==> config.mk <==
export PLATFORM = sky130hd
export DESIGN_NAME = trr_mul
export DESIGN_NICKNAME = d
export VERILOG_FILES = /design/src/hw/rtl/trr_pkg.sv /design/src/hw/rtl/trr_mul.sv
export SDC_FILE = /design/constraint.sdc
export NUM_CORES = 1
export LEC_CHECK = 0
export ABC_AREA = 1
export BUFFER_PORTS_ARGS = -buffer_cell sky130_fd_sc_hd__buf_2
export CORE_MARGIN = 2
export CORE_UTILIZATION = 70
export CTS_CLUSTER_DIAMETER = 40
export DETAILED_ROUTE_END_ITERATION = 10
export HOLD_SLACK_MARGIN = 0.06
export MAX_ROUTING_LAYER = met4
export PLACE_DENSITY = 0.95
export SLEW_MARGIN = 10
export SYNTH_ARGS = -nofsm -noshare
export SYNTH_HDL_FRONTEND = slang
export SYNTH_SLANG_ARGS = --single-unit
==> constraint.sdc <==
create_clock -name i_clk -period 10.1 [get_ports i_clk]
set_input_delay 1.01 -clock i_clk [delete_from_list [all_inputs] [get_ports i_clk]]
set_output_delay 1.01 -clock i_clk [all_outputs]
set_load 0.02 [all_outputs]
==> src/hw/rtl/trr_pkg.sv <==
// ----------------------------------------------------------------------------
// trr_pkg
// shared constants and types for the tile rasterizer core
// ----------------------------------------------------------------------------
package trr_pkg;

    localparam int TILE_DIM_DEF   = 16;
    localparam int MAX_WIDTH_DEF  = 128;
    localparam int MAX_HEIGHT_DEF = 128;

    // shared multiplier and accumulator widths
    localparam int MUL_W  = 18;
    localparam int PROD_W = 36;
    localparam int ACC_W  = 52;
    localparam int QUO_W  = 16;

    localparam int COLOR_W = 24;
    localparam int DEPTH_W = 16;
    localparam int FB_W    = COLOR_W + DEPTH_W;

    localparam logic [DEPTH_W-1:0] DEPTH_FAR = 16'hFFFF;

    localparam logic [1:0] REQ_VERTEX = 2'd0;
    localparam logic [1:0] REQ_READ   = 2'd1;
    localparam logic [1:0] REQ_CLEAR  = 2'd2;

    localparam logic [1:0] SLOT_LAST  = 2'd2;

    localparam logic CFG_FRAME_WIDTH  = 1'b0;
    localparam logic CFG_FRAME_HEIGHT = 1'b1;

    typedef logic signed [MUL_W-1:0]  t_mul_opnd;
    typedef logic signed [PROD_W-1:0] t_mul_prod;

endpackage

==> src/hw/rtl/trr_mul.sv <==
// ----------------------------------------------------------------------------
// trr_mul
// shared signed multiplier with registered product
// ----------------------------------------------------------------------------
module trr_mul (
    input  logic               i_clk,
    input  trr_pkg::t_mul_opnd i_a,
    input  trr_pkg::t_mul_opnd i_b,
    output trr_pkg::t_mul_prod o_prod
);
    import trr_pkg::*;

    t_mul_prod r_prod;

    always_ff @(posedge i_clk) begin
        r_prod <= PROD_W'(i_a) * PROD_W'(i_b);
    end

    assign o_prod = r_prod;

endmodule

# == After elaboration in Yosys (flattened, before gate mapping) ==
# Index checks and enable logic that the tools add are counted.
# word_totals
register_bits,36
inputBits,37
out_inout_bits,36
elab_cells,2
# classes
multipliers,1
# op_table
cell,n
multiplier 18 x 18 -> 36 bit,1

# == Logic depth before layout (Yosys ltp) ==
# Gate-level depths: netlist of run 1.
# depth
ltp_word,1
ltp_mapped,29
mapped_depth_nobuf,27

# == Worst setup path before layout of run 1 ==
# Ideal clock, no wire load.
# synth_timing
kind,input-to-reg
start,input i_b[4]
end,register r_prod[33] (netlist: o_prod[33])
cell_stages,21
arrival_ps,6141
setup_time_ps,112
path_buffers,2
path_slack_ps,3847
required_time_ps,9988
cell_sequence,clkbuf_1 clkbuf_1 nand2_1 fa_1 inv_1 fa_1 fa_1 fa_1 fa_1 inv_1 fa_1 inv_1 ha_1 nand2_1 inv_1 nand2_1 nor3_1 and2_1 nand2_1 nand3_1 nand2_1
# synth_between
elab_chain_cells,1
# synth_rtl
element,line,rtl
"start, declared",trr_mul.sv:8,"input trr_pkg::t_mul_opnd i_b,"
multiplier 18 x 18 -> 36 bit,trr_mul.sv:16,r_prod <= PROD_W'(i_a) * PROD_W'(i_b);
"end signal, assigned",trr_mul.sv:16,
"end, declared",trr_mul.sv:13,t_mul_prod r_prod;
# Every way passes these cells.

# == Worst setup path in the final report of run 1 ==
# layout_timing
start,input i_a[17]
end,register r_prod[26] (netlist: o_prod[26])
# layout_between
elab_chain_cells,1
# layout_rtl
element,line,rtl
"start, declared",trr_mul.sv:7,"input trr_pkg::t_mul_opnd i_a,"
multiplier 18 x 18 -> 36 bit,trr_mul.sv:16,
# Every way passes these cells.

==> flow_summary.ini, run 1 <==
[outcome]
status = finished, final reports clean

[clock_network]
clockBufferDepth = 2
clk_pin_slew_ps = 70
cts.sinks = 36
cts_resized = 0
postCtsSetupBuffers = 0
cts_max_level = 2
clockRootBuffer = clkbuf_16
ctsHoldBuffers = 0
cts_tree = done
cts_inserted_buffers = 5

[critical_path]
start_kind = input pin
critPathKind = in2reg
critPathLaunch = i_a[17]
crit_fanout = 18
arrival_ps = 6590
worst_ep_required_time_ps = 10300
endpoint_kind = flip-flop

[sta]
worst_pin_slew_ps = 551
slew_headroom_pct = 63.3
min_period_over_period_pct = 63.2
final.setup.tns_ps = 0
finalHoldViolCount = 0
setup_viol = 0
finalCriticalPeriod_ps = 6380
slew_violations = 0
fmax_mhz = 157
rsz0062_at_grt = false

[routing]
avgViaCountPerCell = 5.44
drtIter0Drc = 940
post-route-drc-count = 0
drtPass1Iterations = 8
antenna_left = 0
finalWirelength_microns = 36000
wire_per_inst_microns = 17.1
vias = 11400

[synth]
synth_nets = 2285
ys_seq_area_share_pct = 5.19
synth_area_sq_um = 13900
synthDistinctLibCells = 26
avgSynthCellArea_sq_um = 7.61
yosys_register_bits = 36
yosys_warnings = 0
synth_cells = 1826

[final_layout]
drive_above_1_share_pct = 5.45
largest_reg_flops = 36
layout.nets = 2293
syn2layout_area_growth_pct = 4.26

[floorplanning]
ioPinCount = 73
die_area_sq_um = 21000
rows = 51
die-width_microns = 145
initial_core_util_pct = 71.4
coreArea_sq_um = 19500
die_y_microns = 145

[grt]
grt_max_degree = 19
grt_pass1_wl_microns = 60700
grt_use_total_pct = 37.7
antenna_found_initial = 1
grt_pass1_vias = 12900
grt_overflow = 0

[job]
drv_cap = 0

[worst_hold_path]
hold_path.class = in2reg
min_from = i_b[0]

[placement]
place_congestion = 0.962
post-dp-hpwl_microns = 30200
portBuffers = 72
==> Yosys cell counts, drive strengths merged <==
library cell,number,share of area [%]
inv,608,16
nand2,509,14
fa,329,47
ha,93,8.4
clkbuf,68,1.8
nor2,66,1.9
dfxtp,36,5.2
nand3,34,1.3
a21oi,26,0.94
xor2,14,0.88
nand4,8,0.36
and2,6,0.29
o21bai,6,0.32
nor3,5,0.18
o21ai,5,0.18
or2,4,0.18
buf,3,0.081
xnor2,3,0.19
nand3b,2,0.11
a21o,1,0.054
==> metal layers <==
layer / GRT usage, % / routed length [microns] / vias up
met4: 20.7 / 2170 / 0
met5: - / 0 / -
li1: - / - / 5025
met3: 6.10 / 3180 / 206
met2: 63.9 / 18400 / 660
met1: 43.2 / 12200 / 5542
==> critical path, stage by stage <==
cell     delay (ps)
buf_2           310
nand2_1         170
inv_1           130
fa_1            460
inv_1           220
fa_1            450
inv_1            90
ha_1            440
inv_1           260
fa_1            560
inv_1            60
fa_1            540
inv_1            60
fa_1            480
inv_1            40
ha_1            360
nand2_1         130
nor2_2          200
inv_2            70
nor2_2          120
nand3_1          80
nand3_1         130
xor2_1          200
==> cell usage in the layout (no fill, tap or decap), types with 5 or more instances in the layout <==
cell type / synthesis / final
o21ai_0: 5 / 5
inv_1: 605 / 605
xor2_1: 14 / 14
a21oi_1: 26 / 26
nand2_2: 6 / 6
nand4_1: 8 / 8
o21bai_1: 6 / 6
nor3_1: 5 / 5
nand2_1: 503 / 503
dfxtp_1: 36 / 36
buf_2: 0 / 72
nor2_1: 59 / 59
nand3_1: 33 / 33
clkbuf_16: 0 / 5
nor2_2: 7 / 7
fa_1: 329 / 329
ha_1: 93 / 93
and2_1: 5 / 5
==> kinds of logic after synthesis <==
group	synth area share, %
AOI/OAI and AO/OA	1.49
xor gates and xnor gates	1.07
adders and majority gates	55.8
buffers and inverters	18.3
DFF	5.19
and+or+nand+nor	18.1
==> path summary, 6_finish.rpt <==
check               endpoint  slack [ps]  depth (start not counted)
setup / recovery  o_prod[26]        3720                         23
hold / removal     o_prod[0]        1130                          3
==> area by class of cell <==
class,instances,area [sq um]
Multi-Input combinational cell,1111,10600
Fill cell,1348,4970
Sequential cell,36,721
Tap cell,265,332
Clock buffer,6,129
Inverter,608,2280
Clock inverter,2,35.0
Antenna cell,1,2.50
Timing Repair Buffer,72,360
==> metrics by stage <==
| step | cells | worst slack, ps | cell area [sq um] | util, % | hold slack [ps] |
|---|---|---|---|---|---|
| finish | 2101 | 3720 | 14500 | 74.4 | 1130 |
| global route | 2101 | 3230 | 14500 | 74.4 | 1140 |
| detailed placement | 2092 | 3410 | 14300 | 73.6 | 1420 |
| CTS | 2100 | 3680 | 14500 | 74.4 | 1130 |
| global placement | 2092 | 3500 | 14300 | 73.6 | 1410 |
| floorplan | 1826 | 3850 | 13900 | - | 1310 |
Power of run 1 is left out: the tool's default activity adds up to more than one toggle a clock period on the data nets, which glitch-free logic cannot reach.
==> run 2: changes to the inputs <==
--- a/config.mk
+++ b/config.mk
@@ -5,15 +5,15 @@
 export SDC_FILE = /design/constraint.sdc
 export NUM_CORES = 1
 export LEC_CHECK = 0
-export ABC_AREA = 1
+export ABC_AREA = 0
 export BUFFER_PORTS_ARGS = -buffer_cell sky130_fd_sc_hd__buf_2
 export CORE_MARGIN = 2
-export CORE_UTILIZATION = 70
+export CORE_UTILIZATION = 59
 export CTS_CLUSTER_DIAMETER = 40
 export DETAILED_ROUTE_END_ITERATION = 10
 export HOLD_SLACK_MARGIN = 0.06
 export MAX_ROUTING_LAYER = met4
-export PLACE_DENSITY = 0.95
+export PLACE_DENSITY = 0.87
 export SLEW_MARGIN = 10
 export SYNTH_ARGS = -nofsm -noshare
 export SYNTH_HDL_FRONTEND = slang
==> constraint.sdc (replaced) <==
create_clock -name i_clk -period 5.1 [get_ports i_clk]
set_input_delay 0.51 -clock i_clk [delete_from_list [all_inputs] [get_ports i_clk]]
set_output_delay 0.51 -clock i_clk [all_outputs]
set_load 0.02 [all_outputs]
==> flow_summary.ini, run 2 <==
[synth]
yosys_register_bits = 36
synth.most_common_cell = inv_1
synthDistinctLibCells = 48
ys_seq_area_share_pct = 5.58
synth_cells = 1378
synth_area_leaders = fa_1, inv_1, ha_1
synth_commonest_cells = inv_1, fa_1, and2_1, nand2_1, ha_1
yosys_warnings = 0
async_flop_share_pct = 0
synth_nets = 1837
ys.flop_type = dfxtp_1
synth_top_area_share_pct = 51.0
synth_area_sq_um = 12900
avgSynthCellArea_sq_um = 9.37
synth-edff-count = 0
yosys.area.top_type = fa_1

[sta]
worst_pin_slew_ps = 429
finalCriticalPeriod_ps = 6330
slew_violations = 0
min_period_over_period_pct = 124
setup_ws_ps = -1230
rsz0062_at_grt = true
slew_headroom_pct = 71.3
finalHoldViolCount = 0
fmax_mhz = 158
setup_viol = 22

[outcome]
status = finished with violations
violations = negative setup slack

[routing]
drtIter0Drc = 911
drtPass1Iterations = 5
post-route-drc-count = 0
vias = 11200
finalWirelength_microns = 42900
antenna_left = 0
avgViaCountPerCell = 5.81
wire_per_inst_microns = 22.3

[final_layout]
drive_above_1_share_pct = 31.2
layout.area.seq_sq_um = 721
final_common_cell = inv_1
insertedDiodeCount = 0
multi_input_area_sq_um = 11500
layout.nets = 2101
syn2layout_area_growth_pct = 30.6
fin_area_sq_um = 16900
largest_reg_flops = 36
final_cell_mix = inv_1, fa_1, buf_4, nand2_1, and2_1
num-fill-cells = 1146

[worst_hold_path]
hold_path.class = in2reg

[critical_path]
path_common_cell = fa_1
start_kind = input pin
cp_cell_sequence = clkbuf_16 -> and2_4 -> fa_1 -> inv_1 -> fa_2 -> fa_2 -> fa_1 -> inv_2 -> fa_1 -> inv_1 -> fa_1 -> inv_2 -> ha_4 -> a21oi_4 -> o21ai_2 -> a221oi_4 -> o211ai_1 -> o41ai_4 -> o2111ai_2 -> a21oi_2 -> xnor2_1
critPathKind = in2reg
path_buf_inv = 5
worst_ep_required_time_ps = 5310
arrival_ps = 6530
crit_fanout = 4
critical-path-top-delay-family = adder cells
endpoint_kind = flip-flop
max_stage_delay_ps = 570
crit_slowest_cell = fa_1

[grt]
grt_overflow = 0
top_usage_layer = met2
met2_usage_pct = 63.9
met1_usage_pct = 36.0
grt_use_total_pct = 35.7
grt_max_degree = 18
grt_pass1_wl_microns = 62400
antenna_found_initial = 0
met3_usage_pct = 5.05
grt_pass1_vias = 12700

[clock_network]
cts_max_level = 2
cts_tree = done
clockBufferDepth = 2
cts.sinks = 36
cts_inserted_buffers = 5
clockRootBuffer = clkbuf_16
clk_pin_slew_ps = 60

[placement]
place_congestion = 0.939
post-dp-hpwl_microns = 30100
dpl-instance-area_sq_um = 15300
portBuffers = 72

[floorplanning]
ioPinCount = 73
die-width_microns = 152
initial_core_util_pct = 59.7
coreArea_sq_um = 21600
die_y_microns = 152
rows = 54
die_area_sq_um = 23100

[job]
drv_cap = 0
[run 2: per-layer routing]
metal,wire length (microns),up-vias,share of wire (%)
li1,-,4513,-
met5,0,-,0
met2,22300,705,52
met3,3280,345,7.6
met1,13100,5615,31
met4,4250,0,9.9
[run 2: kinds of logic (layout without fill, tap and decap cells)]
group / Yosys count / count (layout) / share of synthesized area, %
xor gates and xnor gates: 34 / 34 / 2.31
adders and majority gates: 422 / 422 / 60.0
DFF: 36 / 36 / 5.58
buffers and inverters: 415 / 680 / 12.1
muxes: 2 / 2 / 0.165
AOI/OAI and AO/OA: 82 / 82 / 4.48
and+or+nand+nor: 387 / 387 / 15.4
[run 2: through the flow]
| step | cells | setup TNS [ps] | utilization (%) | hold slack [ps] | worst slack (ps) |
|---|---|---|---|---|---|
| 3_5_place_dp | 1880 | -20870 | 71.0 | 927 | -1330 |
| 6_report | 1923 | -13490 | 78.0 | 836 | -1230 |
| 5_1_grt | 1923 | -15540 | 78.0 | 840 | -1280 |
| 2_1_floorplan | 1378 | -5930 | - | 632 | -661 |
| 4_1_cts | 1903 | -8750 | 75.0 | 835 | -718 |
| 3_3_place_gp | 1880 | -18000 | 71.0 | 927 | -1090 |
[run 2: worst min-delay path, delay by kind of cell]
family	cells	cell delay (ps)
and+or+nand+nor	1	180
buffers and inverters	3	400
[run 2: repair_timing]
action	CTS	global route
hold endpoints to repair	0	0
resized for setup	160	132
hold buffers	0	0
pin swaps	83	102
buffers inserted	17	19
cloned	1	3
setup endpoints to repair	24	24
[run 2: layout make-up]
type | count | share of cell area [%]
repair buffers | 301 | 15.9
clock buffers | 5 | 0.742
well taps | 280 | 2.08
clock inverters | 3 | 0.252
flip-flops and latches | 36 | 4.27
inverters | 371 | 8.29
multi-input cells | 927 | 68.4
[run 2: worst paths after layout]
| path | start | end | slack [ps] | depth (start not counted) |
|---|---|---|---|---|
| max | i_b[6] | o_prod[35] | -1230 | 21 |
| min | i_b[0] | o_prod[0] | 840 | 4 |
Power of run 2 is left out for the same reason.
