==> config.mk <==
export PLATFORM = sky130hd
export DESIGN_NAME = trr_div
export DESIGN_NICKNAME = d
export VERILOG_FILES = /design/src/hw/rtl/trr_pkg.sv /design/src/hw/rtl/trr_div.sv
export SDC_FILE = /design/constraint.sdc
export NUM_CORES = 1
export LEC_CHECK = 0
export CAP_MARGIN = 10
export CORE_UTILIZATION = 40
export DETAILED_ROUTE_END_ITERATION = 12
export DONT_BUFFER_PORTS = 1
export HOLD_SLACK_MARGIN = 0.06
export PLACE_DENSITY = 0.51
export SYNTH_ARGS = -nofsm -noshare
export SYNTH_HDL_FRONTEND = slang
export SYNTH_SLANG_ARGS = --single-unit
==> constraint.sdc <==
create_clock -name i_clk -period 17 [get_ports i_clk]
set_clock_uncertainty 0.2 [all_clocks]
set_input_delay 1.7 -clock i_clk [delete_from_list [all_inputs] [get_ports i_clk]]
set_output_delay 1.7 -clock i_clk [all_outputs]
set_load 0.01 [all_outputs]
==> src/hw/rtl/trr_pkg.sv <==
// ----------------------------------------------------------------------------
// trr_pkg
// shared constants and types for the tile rasterizer core
// ----------------------------------------------------------------------------
package trr_pkg;

    localparam int TILE_DIM_DEF   = 16;
    localparam int MAX_WIDTH_DEF  = 128;
    localparam int MAX_HEIGHT_DEF = 128;

    // shared multiplier and accumulator widths
    localparam int MUL_W  = 18;
    localparam int PROD_W = 36;
    localparam int ACC_W  = 52;
    localparam int QUO_W  = 16;

    localparam int COLOR_W = 24;
    localparam int DEPTH_W = 16;
    localparam int FB_W    = COLOR_W + DEPTH_W;

    localparam logic [DEPTH_W-1:0] DEPTH_FAR = 16'hFFFF;

    localparam logic [1:0] REQ_VERTEX = 2'd0;
    localparam logic [1:0] REQ_READ   = 2'd1;
    localparam logic [1:0] REQ_CLEAR  = 2'd2;

    localparam logic [1:0] SLOT_LAST  = 2'd2;

    localparam logic CFG_FRAME_WIDTH  = 1'b0;
    localparam logic CFG_FRAME_HEIGHT = 1'b1;

    typedef logic signed [MUL_W-1:0]  t_mul_opnd;
    typedef logic signed [PROD_W-1:0] t_mul_prod;

endpackage

==> src/hw/rtl/trr_div.sv <==
// ----------------------------------------------------------------------------
// trr_div
// restoring divider, one quotient bit per cycle, quotient known to fit
// ----------------------------------------------------------------------------
module trr_div (
    input  logic                        i_clk,
    input  logic                        i_rst_n,
    input  logic                        i_start,
    input  logic [trr_pkg::ACC_W-1:0]   i_num,
    input  logic [trr_pkg::ACC_W-1:0]   i_den,
    output logic                        o_busy,
    output logic [trr_pkg::QUO_W-1:0]   o_quo
);
    import trr_pkg::*;

    localparam int CNT_W = $clog2(QUO_W + 1);

    logic [ACC_W-1:0] r_rem;
    logic [ACC_W-1:0] r_dsh;
    logic [QUO_W-1:0] r_quo;
    logic [CNT_W-1:0] r_cnt;
    logic             r_busy;

    always_ff @(posedge i_clk) begin
        if (!i_rst_n) begin
            r_busy <= 1'b0;
            r_cnt  <= '0;
        end else if (i_start) begin
            r_rem  <= i_num;
            r_dsh  <= i_den << (QUO_W - 1);
            r_quo  <= '0;
            r_cnt  <= CNT_W'(QUO_W);
            r_busy <= 1'b1;
        end else if (r_busy) begin
            if (r_rem >= r_dsh) begin
                r_rem <= r_rem - r_dsh;
                r_quo <= {r_quo[QUO_W-2:0], 1'b1};
            end else begin
                r_quo <= {r_quo[QUO_W-2:0], 1'b0};
            end
            r_dsh <= r_dsh >> 1;
            r_cnt <= r_cnt - 1'b1;
            if (r_cnt == CNT_W'(1)) begin
                r_busy <= 1'b0;
            end
        end
    end

    assign o_busy = r_busy;
    assign o_quo  = r_quo;

endmodule

; After elaboration in Yosys (flattened, before gate mapping)
; Cells that the tools add are included.
[classes]
add_sub_neg = 2
n_lt_le_gt_ge = 1
n_eq_ne = 1
n_mux = 12
n_bitwise = 1
reduce_logical = 5
[ops]
columns = cell, count
row1 = 2-to-1 mux 52 bit, 5
row2 = >= comparator 52 bit, 1
row3 = subtractor 52 bit, 1
row4 = 2-to-1 mux 16 bit, 1
row5 = 2-to-1 mux 5 bit, 2
row6 = == test 5 x 1 -> 1 bit (second input constant), 1
row7 = subtractor 5 x 1 -> 5 bit (second input constant), 1
row8 = 2-to-1 mux 1 bit, 4
row9 = nonzero test 2 bit, 2
row10 = AND reduction 3 bit, 1
row11 = AND reduction 2 bit, 1
row12 = OR reduction 2 bit, 1
row13 = NOT 1 bit, 1
[totals]
reg_bits = 126
in_bits = 107

; Depth between registers and ports, before layout
; Gate-level depths: netlist of run 1.
[depth]
ltp_word = 4
ltp_mapped = 12
mapped_depth_nobuf = 12

; Worst setup path after synthesis of run 1
; Ideal clock, no wire load.
[synth_path]
path_kind = input port to flip-flop
from = input i_start
to = register r_rem[0] (enable)
setup_time_ns = 0.526
arrival_ns = 5.965
slack_ns = 10.309
stages = 4
n_path_buf = 2
cell_sequence = clkbuf_1 > clkbuf_1 > o21ai_0 > nor3_1
[synth_via]
elab_chain_cells = 2
word_cells_on_any_way = 3
[synth_rtl]
columns = element, line
row1 = from (decl), trr_div.sv:8  ; input logic i_start,
row2 = nonzero test 2 bit (no source line), -
row3 = AND reduction 3 bit (no source line) (*), -
row4 = to (signal assigned), trr_div.sv:29  ; r_rem <= i_num;
row5 = to (signal assigned), trr_div.sv:36  ; r_rem <= r_rem - r_dsh;
row6 = to (decl), trr_div.sv:18  ; logic [ACC_W-1:0] r_rem;
; Mark *: on every way between the ends. The rest lies on a longest branch, timed or not.
; A chain may end at the register's enable or synchronous reset.

; Worst setup path after layout of run 1
[layout_path]
from = register r_dsh[0]
to = register r_rem[10] (enable)
[layout_via]
elab_chain_cells = 3
[layout_rtl]
columns = element, line
row1 = from (decl), trr_div.sv:19  ; logic [ACC_W-1:0] r_dsh;
row2 = from (signal assigned), trr_div.sv:30  ; r_dsh <= i_den << (QUO_W - 1);
row3 = from (signal assigned), trr_div.sv:41  ; r_dsh <= r_dsh >> 1;
row4 = >= comparator 52 bit, trr_div.sv:35  ; if (r_rem >= r_dsh) begin
row5 = nonzero test 2 bit (no source line), -
row6 = AND reduction 3 bit (no source line), -
; Every way passes these cells.

==> results.cfg, run 1 <==
[status]
status = finished, final reports clean

[synthesis]
yosysSeqAreaShare_pct = 44.77
syn_inst = 900
synthesis.nets = 1062
synth.yosys.warnings = 0
netlist_area_um2 = 8317
yosysUniqueCellTypes = 66
ys.flop_type = edfxtp_1
ys_ff_latch = 126
avgSynthCellArea_um2 = 9.241
async_reset_ff_share_pct = 0
synth_edf_count = 120

[placed_design]
dp.cells = 1128
gp_congestion = 0.8886
port_buffers = 0
hpwlAfterDp_um = 14470

[flow_run]
maxCapViolations = 0

[clocking]
clk_latency_ns = 0.43
ctsHoldBuffers = 0
clockRootBuffer = clkbuf_16
clock-sinks = 126
cts.path.max_buffers = 2
cts_tree = yes
postCtsResizedCells = 0
cts_setup_buffers = 0
cts_max_level = 4
numCtsBuffers = 17
clk_pin_slew_worst_paths_ns = 0.06

[worst_setup_path]
crit_buf_inv = 1
cp.depth = 12
critPathTopFamily = simple AND/OR/NAND/NOR gates
start_kind = register
cp_data_required_time_ns = 16.86
critPathKind = register to register
r2r.worst_path.cells = 12
cp_max_fo = 33
cp_data_arrival_time_ns = 3.75
cp-end-kind = register
critPathSlowestCell = buf_4
slowest_delay_ns = 0.49
crit_chain = ha_1 -> fa_1 -> nor2b_1 -> o2111ai_1 -> nand3_1 -> a221oi_4 -> o21ai_4 -> a31oi_4 -> nor4_2 -> nor4_1 -> nor3_2 -> buf_4

[floorplan]
initial_core_util_pct = 40.97
dieArea_um2 = 21370
die_w_um = 146.2
core_um2 = 20300
rows = 52
die_h_um = 146.2
io_pins = 124

[detailed_routing]
drtAntennaViolNets = 0
drc = 0
viasPerCell = 5.503
num_vias = 6384
wl_per_cell_um = 17.29
drt_wl_total_um = 20050
dr.pass1.iters = 4
drt_first_iter_violations = 405

[timing]
setup-violations-final = 0
post-route-min-period_ns = 3.888
rsz0062_at_grt = false
slew_viol_final = 0
max_freq_mhz = 257.2
setup_tns_ns = 0
relSlewSlack_pct = 55.43
tightest_slew_ns = 0.6679
min_period_over_period_pct = 22.87
hold_viol_final = 0

[grt]
grt_max_degree = 208
grt_use_total_pct = 19.36
overflow = 0
grt_pass1_wl_um = 32730
grt_pass1_vias = 6354
antenna_found_initial = 0

[min_path]
whs_path_depth = 2
min-delay-path-class = register to register

[cells_and_area]
area_delta_synth_final_pct = 9.448
layout-drive-gt1-share_pct = 6.629
final_common_cell = nand2_1
layout_common_cells = nand2_1 (125), edfxtp_1 (120), o21ai_0 (102)
antenna_cells = 0
layoutNonFillerInstCount = 1160
utilization_pct = 44.84
fillCellCount = 2044
fin_nets = 1039

[power]
powerDensity_nw_per_um2 = 108.8
peakVddDrop_mv = 0.06542
p_leak_uw = 0.003558
==> state kept, by name, indices dropped and copies added (netlist names) <==
| name | flops |
|---|---|
| o_busy | 1 |
| o_quo | 16 |
| r_cnt | 5 |
| r_dsh | 52 |
| r_rem | 52 |
==> through the flow <==
stage	area [um2]	hold slack [ns]	setup slack (ns)	power (uW)
final	9102	0.3042	13.11	990.2
after global routing	9102	0.3269	12.81	1043
after CTS	9102	0.3101	13.08	998.0
after detailed placement	8503	0.2981	13.11	617.2
after global placement	8503	0.2802	13.15	614.1
after floorplan	8317	0.2685	10.31	571.2
==> worst paths after layout <==
kind	from	endpoint	slack, ns
worst min-delay path	r_cnt[1]	r_cnt[1]	0.30
worst max register to register	r_dsh[0]	r_rem[10]	13.11
worst max-delay path	r_dsh[0]	r_rem[10]	13.11
worst min register to register	r_cnt[1]	r_cnt[1]	0.30
==> report_power, final <==
group          switching (uW)  total [uW]  internal [uW]
Sequential               9.44         383            374
Combinational             140         228           88.1
Clock                     158         379            221
Total                     307         990            683
==> cells by family after synthesis <==
| group | count (synthesis) | share of synthesized area [%] |
|---|---|---|
| AO/OA/AOI/OAI | 270 | 20.26 |
| adder cells (fa/ha/maj) | 55 | 8.365 |
| AND/OR/NAND/NOR | 285 | 16.25 |
| buffers and inverters | 118 | 5.446 |
| XOR/XNOR | 44 | 4.634 |
| multiplexers | 2 | 0.2708 |
| flip-flops | 126 | 44.77 |
==> routing by layer <==
layer / vias to the layer above / part of all wire, % / global-route usage [%]
met5: - / 0 / 0
met4: 0 / 1.8 / 6.979
met3: 21 / 4.0 / 3.562
met2: 144 / 47 / 31.48
met1: 3017 / 47 / 25.73
li1: 3202 / - / -
==> final cells by class <==
class / count / area [um2] / share of cell area [%]
Tap cell: 270 / 337.8 / 3.711
Inverter: 73 / 274.0 / 3.010
Multi-Input combinational cell: 656 / 4145 / 45.54
Clock inverter: 15 / 173.9 / 1.911
Clock buffer: 17 / 425.4 / 4.674
Sequential cell: 126 / 3724 / 40.91
Timing Repair Buffer: 3 / 22.52 / 0.2474
==> worst reg2reg max path: stages, from the launching register on <==
cell,delay [ns]
edfxtp_1,0.37
ha_1,0.22
fa_1,0.41
nor2b_1,0.17
o2111ai_1,0.15
nand3_1,0.26
a221oi_4,0.14
o21ai_4,0.30
a31oi_4,0.17
nor4_2,0.33
nor4_1,0.11
nor3_2,0.19
buf_4,0.49
==> synthesized netlist by cell type, types with 3 or more instances <==
cell / n / area [um2]
a211oi_1: 5 / 37.54
a21boi_0: 4 / 30.03
a21o_1: 22 / 165.2
a21oi_1: 67 / 335.3
a221oi_1: 3 / 26.28
a311oi_1: 4 / 35.03
a31oi_1: 4 / 25.02
and3_1: 7 / 43.79
and4_1: 6 / 52.55
buf_1: 3 / 11.26
buf_2: 5 / 25.02
clkbuf_1: 36 / 135.1
dfxtp_1: 6 / 120.1
edfxtp_1: 120 / 3603
ha_1: 54 / 675.7
inv_1: 73 / 274.0
nand2_1: 125 / 469.2
nand2b_1: 8 / 50.05
nand3_1: 12 / 60.06
nand4_1: 20 / 125.1
nor2_1: 54 / 202.7
nor2b_1: 19 / 118.9
nor3_1: 12 / 60.06
nor4_1: 3 / 18.77
o2111ai_1: 4 / 35.03
o211ai_1: 3 / 22.52
o21ai_0: 102 / 510.5
o21ai_1: 10 / 50.05
o21bai_1: 17 / 127.6
or2_2: 3 / 18.77
or3_1: 4 / 25.02
xnor2_1: 30 / 262.8
xor2_1: 14 / 122.6
No activity file was read; power rests on OpenSTA's default activity.
==> run 2: changes to the inputs <==
Settings changed: ABC_AREA set to 1.
Clock period 17 ns to 3.63 ns, I/O delays scaled along.
==> results.cfg, run 2 <==
[status]
status = finished, final reports clean

[clocking]
clk_latency_ns = 0.44
clockRootBuffer = clkbuf_16
cts.path.max_buffers = 2
clk_pin_slew_worst_paths_ns = 0.06
cts_tree = yes
clock-sinks = 126
numCtsBuffers = 17
cts_max_level = 4

[grt]
grt_use_total_pct = 22.63
grt_pass1_vias = 8533
antenna_found_initial = 0
grt_max_degree = 166
grt_pass1_wl_um = 45080
overflow = 0

[synthesis]
async_reset_ff_share_pct = 0
avgSynthCellArea_um2 = 6.792
synth_edf_count = 120
ys_ff_latch = 126
netlist_area_um2 = 10110
netlist_top_cells_area = edfxtp_1 (36%), nand2_1 (20%), inv_1 (11%), ha_1 (6.7%), nand3_1 (4.0%)
ys.flop_type = edfxtp_1
yosys-top-cells-count = nand2_1 (546), inv_1 (294), edfxtp_1 (120), nor2_1 (86), nand3_1 (80)
synthMostInstantiatedCell = nand2_1
synthesis.nets = 1651
synth.yosys.warnings = 0
yosysUniqueCellTypes = 43
synth_top_area_share_pct = 35.63
synth_largest_area_cell = edfxtp_1
yosysSeqAreaShare_pct = 36.82
syn_inst = 1489

[timing]
hold_viol_final = 0
tightest_slew_ns = 0.5825
setup-violations-final = 0
min_period_over_period_pct = 81.24
setup_tns_ns = 0
post-route-min-period_ns = 2.949
relSlewSlack_pct = 60.93
max_freq_mhz = 339.1
rsz0062_at_grt = false
slew_viol_final = 0

[worst_setup_path]
cp_common_cell = nand2_1
reg2reg_from = r_rem[19]
cp_max_fo = 52
critPathSlowestCell = ha_1
cp-end-kind = register
crit_buf_inv = 3
critPathKind = register to register
critPathTopFamily = simple AND/OR/NAND/NOR gates
slowest_delay_ns = 0.38
start_kind = register
cp_data_arrival_time_ns = 2.85
cp_data_required_time_ns = 3.53
crit_chain = ha_1 -> nand2_1 -> nor2_1 -> nand2_1 -> inv_1 -> nand2_1 -> nand3b_1 -> nand2_1 -> nand4_1 -> nand2_1 -> inv_2 -> buf_12
crit_path_start = r_rem[19]

[power]
powerDensity_nw_per_um2 = 405.6
p_leak_uw = 0.006052
peakVddDrop_mv = 0.2440

[floorplan]
die_h_um = 161.0
io_pins = 124
initial_core_util_pct = 41.22
dieArea_um2 = 25920
rows = 57
die_w_um = 161.0
core_um2 = 24530

[detailed_routing]
num_vias = 8913
drt_first_iter_violations = 475
drc = 0
dr.pass1.iters = 6
drtAntennaViolNets = 0
viasPerCell = 4.637
drt_wl_total_um = 28090
wl_per_cell_um = 14.62

[placed_design]
port_buffers = 0
placed_cell_area_um2 = 10480
hpwlAfterDp_um = 21460
gp_congestion = 0.8973

[cells_and_area]
final_common_cell = nand2_1
final_area_um2 = 12000
fin_nets = 1747
area_delta_synth_final_pct = 18.61
antenna_cells = 0
layout-drive-gt1-share_pct = 9.700
layout_common_cells = nand2_1 (546), inv_1 (293), edfxtp_1 (120)

[min_path]
worstHoldStart = i_rst_n
min-delay-path-class = primary input to register

[flow_run]
maxCapViolations = 0
-- run 2: cell types whose count changed in the layout (fill, tap and decap cells not counted), moves of 20 or more --
cell           before  now
nand3_1            12   80
nand2_1           125  546
a21o_1             22    1
dlygate4sd3_1       0   95
a21oi_1            67   44
inv_2               1   21
o21ai_0           102   53
inv_1              72  293
xnor2_1            30    8
nor2_2              0   25
nand2_2             0   37
nor2_1             54   86
-- run 2: kinds of logic (layout without fill, tap and decap cells) --
group / Yosys count / count (layout) / synth area share (%)
simple gates: 835 / 835 / 36.04
buf+inv: 341 / 450 / 12.71
flops: 126 / 126 / 36.82
compound gates: 117 / 117 / 6.260
fa+ha+maj: 55 / 55 / 6.879
xor+xnor: 15 / 15 / 1.299
-- run 2: path summary, 6_finish.rpt --
kind / to / slack, ns / depth (start not counted)
setup / recovery: r_rem[22] / 0.68 / 12
setup reg to reg: r_rem[22] / 0.68 / 12
hold reg to reg: r_cnt[4] / 0.31 / 2
hold / removal: r_dsh[18] / 0.08 / 1
-- run 2: area by class of cell --
| class | instances | area (um2) |
|---|---|---|
| Clock buffer | 20 | 457.9 |
| Clock inverter | 12 | 81.33 |
| Fill cell | 2582 | 12540 |
| Inverter | 318 | 1194 |
| Multi-Input combinational cell | 1022 | 5112 |
| Sequential cell | 126 | 3724 |
| Tap cell | 324 | 405.4 |
| Timing Repair Buffer | 100 | 1021 |
-- run 2: layer usage --
metal,routed length [um],track usage (%)
met1,14320,32.30
met2,12360,35.78
met3,993,3.082
met4,418,6.132
met5,0,0
-- run 2: repair_timing --
item	in CTS	in global routing
buffers inserted	0	0
hold endpoints to repair	125	0
hold buffers	96	0
gates resized for setup	0	0
-- run 2: report_power, final --
group	internal, uW	switching [uW]	leakage (uW)	total [uW]
Combinational	503	945	0.00458	1450
Clock	917	721	0.000276	1640
Sequential	1740	40.2	0.00120	1780
-- run 2: worst reg2reg max path, cell delays in order, from the launching register on --
cell and delay [ns]:
edfxtp_1 0.37, ha_1 0.38, nand2_1 0.13, nor2_1 0.25, nand2_1 0.12, inv_1 0.11, nand2_1 0.06, nand3b_1 0.28
nand2_1 0.12, nand4_1 0.13, nand2_1 0.08, inv_2 0.07, buf_12 0.26
-- run 2: metrics by stage --
stage,hold WS [ns],total power [uW],std cells,worst slack (ns),util (%)
3_3_place_gp,0.2786,3131,1794,0.7380,42.71
6_report,0.08314,4865,1922,0.6808,48.89
5_1_grt,0.07509,5157,1922,0.4533,48.89
3_5_place_dp,0.2995,3141,1794,0.7069,42.71
4_1_cts,0.08306,4895,1922,0.6835,48.89
2_1_floorplan,0.2571,2813,1489,0.3672,-
==> run 3: changes to the inputs <==
Clock period 3.63 ns to 3 ns, I/O delays scaled along.
==> results.cfg, run 3 (synthesis results as in run 2) <==
[clocking]
clockRootBuffer = clkbuf_16
cts_max_level = 4
cts.path.max_buffers = 2
clock-sinks = 126
cts_tree = yes
clk_latency_ns = 0.43
cts_setup_buffers = 0
numCtsBuffers = 17
clk_pin_slew_worst_paths_ns = 0.06

[worst_setup_path]
cp.depth = 12
r2r.worst_path.cells = 12
crit_buf_inv = 3
crit_chain = ha_1 -> nand2_2 -> inv_2 -> nand2_1 -> nand2_2 -> inv_1 -> nand3_2 -> nand2_1 -> nand2_2 -> xnor2_1 -> o21ai_1 -> dlygate4sd3_1
critPathKind = register to register
start_kind = register
slowest_delay_ns = 0.56
cp_data_required_time_ns = 2.98
cp_common_cell = nand2_2
critPathSlowestCell = dlygate4sd3_1
crit_path_start = r_rem[7]
cp_max_fo = 5
reg2reg_from = r_rem[7]
critPathTopFamily = simple AND/OR/NAND/NOR gates
cp_data_arrival_time_ns = 2.80
cp-end-kind = register

[floorplan]
rows = 57
die_h_um = 161.0
dieArea_um2 = 25920
core_um2 = 24530
initial_core_util_pct = 41.22
die_w_um = 161.0
io_pins = 124

[timing]
min_period_over_period_pct = 94.13
setup-violations-final = 0
holdWs_ns = 0.07842
setup_tns_ns = 0
max_freq_mhz = 354.1
rsz0062_at_grt = false
slew_viol_final = 0
post-route-min-period_ns = 2.824
hold_viol_final = 0
layout_setup_ws_ns = 0.1762
tightest_slew_ns = 0.5140
relSlewSlack_pct = 65.52

[flow_run]
maxCapViolations = 0

[detailed_routing]
drt_first_iter_violations = 527
drt_wl_total_um = 29740
drc = 0
num_vias = 9541
wl_per_cell_um = 14.57
viasPerCell = 4.675
drtAntennaViolNets = 0
dr.pass1.iters = 7

[cells_and_area]
fin_nets = 1866
antenna_cells = 0
layout-drive-gt1-share_pct = 9.260
final_common_cell = nand2_1
layout_common_cells = nand2_1 (546), inv_1 (293), dlygate4sd3_1 (211)
area_delta_synth_final_pct = 30.95
final_area_um2 = 13240

[status]
status = finished, final reports clean

[placed_design]
placed_cell_area_um2 = 10500
dp_worst_setup_slack_ns = 0.2234
hpwlAfterDp_um = 21430
gp_congestion = 0.9314
port_buffers = 0

[min_path]
worstHoldStart = i_start
min-delay-path-class = primary input to register
whs_path_depth = 1

[grt]
overflow = 0
grt_max_degree = 125
grt_pass1_wl_um = 47480
grt_use_total_pct = 23.54
antenna_found_initial = 0
grt_pass1_vias = 9133

[power]
peakVddDrop_mv = 0.2278
p_leak_uw = 0.006475
power.total_uw = 6164
powerDensity_nw_per_um2 = 465.4
==> run 3: cell types whose count changed in the layout (fill, tap and decap cells not counted), sizes merged <==
cell         previous run  this run
buf                     5         8
inv                   321       318
clkbuf                 20        23
clkinv                  9         8
clkinvlp                0         1
dlygate4sd3            95       211
==> run 3: layout make-up <==
cell class                      count  area (um2)
Timing Repair Buffer              219        2205
Clock inverter                      9       63.81
Sequential cell                   126        3724
Multi-Input combinational cell   1022        5116
Inverter                          318        1197
Tap cell                          324       405.4
Fill cell                        2429       11290
Clock buffer                       23       533.0
==> run 3: final timing paths <==
| check | endpoint | slack (ns) |
|---|---|---|
| min | r_dsh[17] | 0.08 |
| max | r_rem[17] | 0.18 |
| max reg2reg | r_rem[17] | 0.18 |
| min reg2reg | r_cnt[4] | 0.30 |
==> run 3: repair_timing <==
item | 4_1_cts | 5_1_grt
gates resized for setup | 0 | 1
hold endpoints to repair | 134 | 0
setup endpoints to repair | 0 | 52
hold buffers | 212 | 0
==> run 3: per-stage QoR <==
stage	utilization [%]	cells
after CTS	53.97	2041
after global placement	42.81	1797
after floorplan	-	1489
after global routing	53.98	2041
after detailed placement	42.81	1797
final	53.98	2041
==> run 3: worst reg2reg max path, stage by stage (launching register included) <==
cell and delay [ns]:
edfxtp_1 0.36, ha_1 0.37, nand2_2 0.17, inv_2 0.04, nand2_1 0.07, nand2_2 0.07
inv_1 0.07, nand3_2 0.17, nand2_1 0.12, nand2_2 0.11, xnor2_1 0.19, o21ai_1 0.07
dlygate4sd3_1 0.56
==> run 3: power by group <==
part	switching, uW	leakage (uW)	total (uW)	internal, uW
logic	1150	0.00498	1890	740
clock network	855	0.000300	2120	1260
registers	50.0	0.00120	2160	2110
==> run 3: routing by layer <==
| metal | global-route usage (%) | vias up | share of wire [%] |
|---|---|---|---|
| met5 | 0 | - | 0 |
| met4 | 4.545 | 0 | 1.0 |
| met3 | 3.236 | 21 | 4.4 |
| met2 | 39.26 | 197 | 46 |
| met1 | 32.58 | 4310 | 49 |
| li1 | - | 5013 | - |
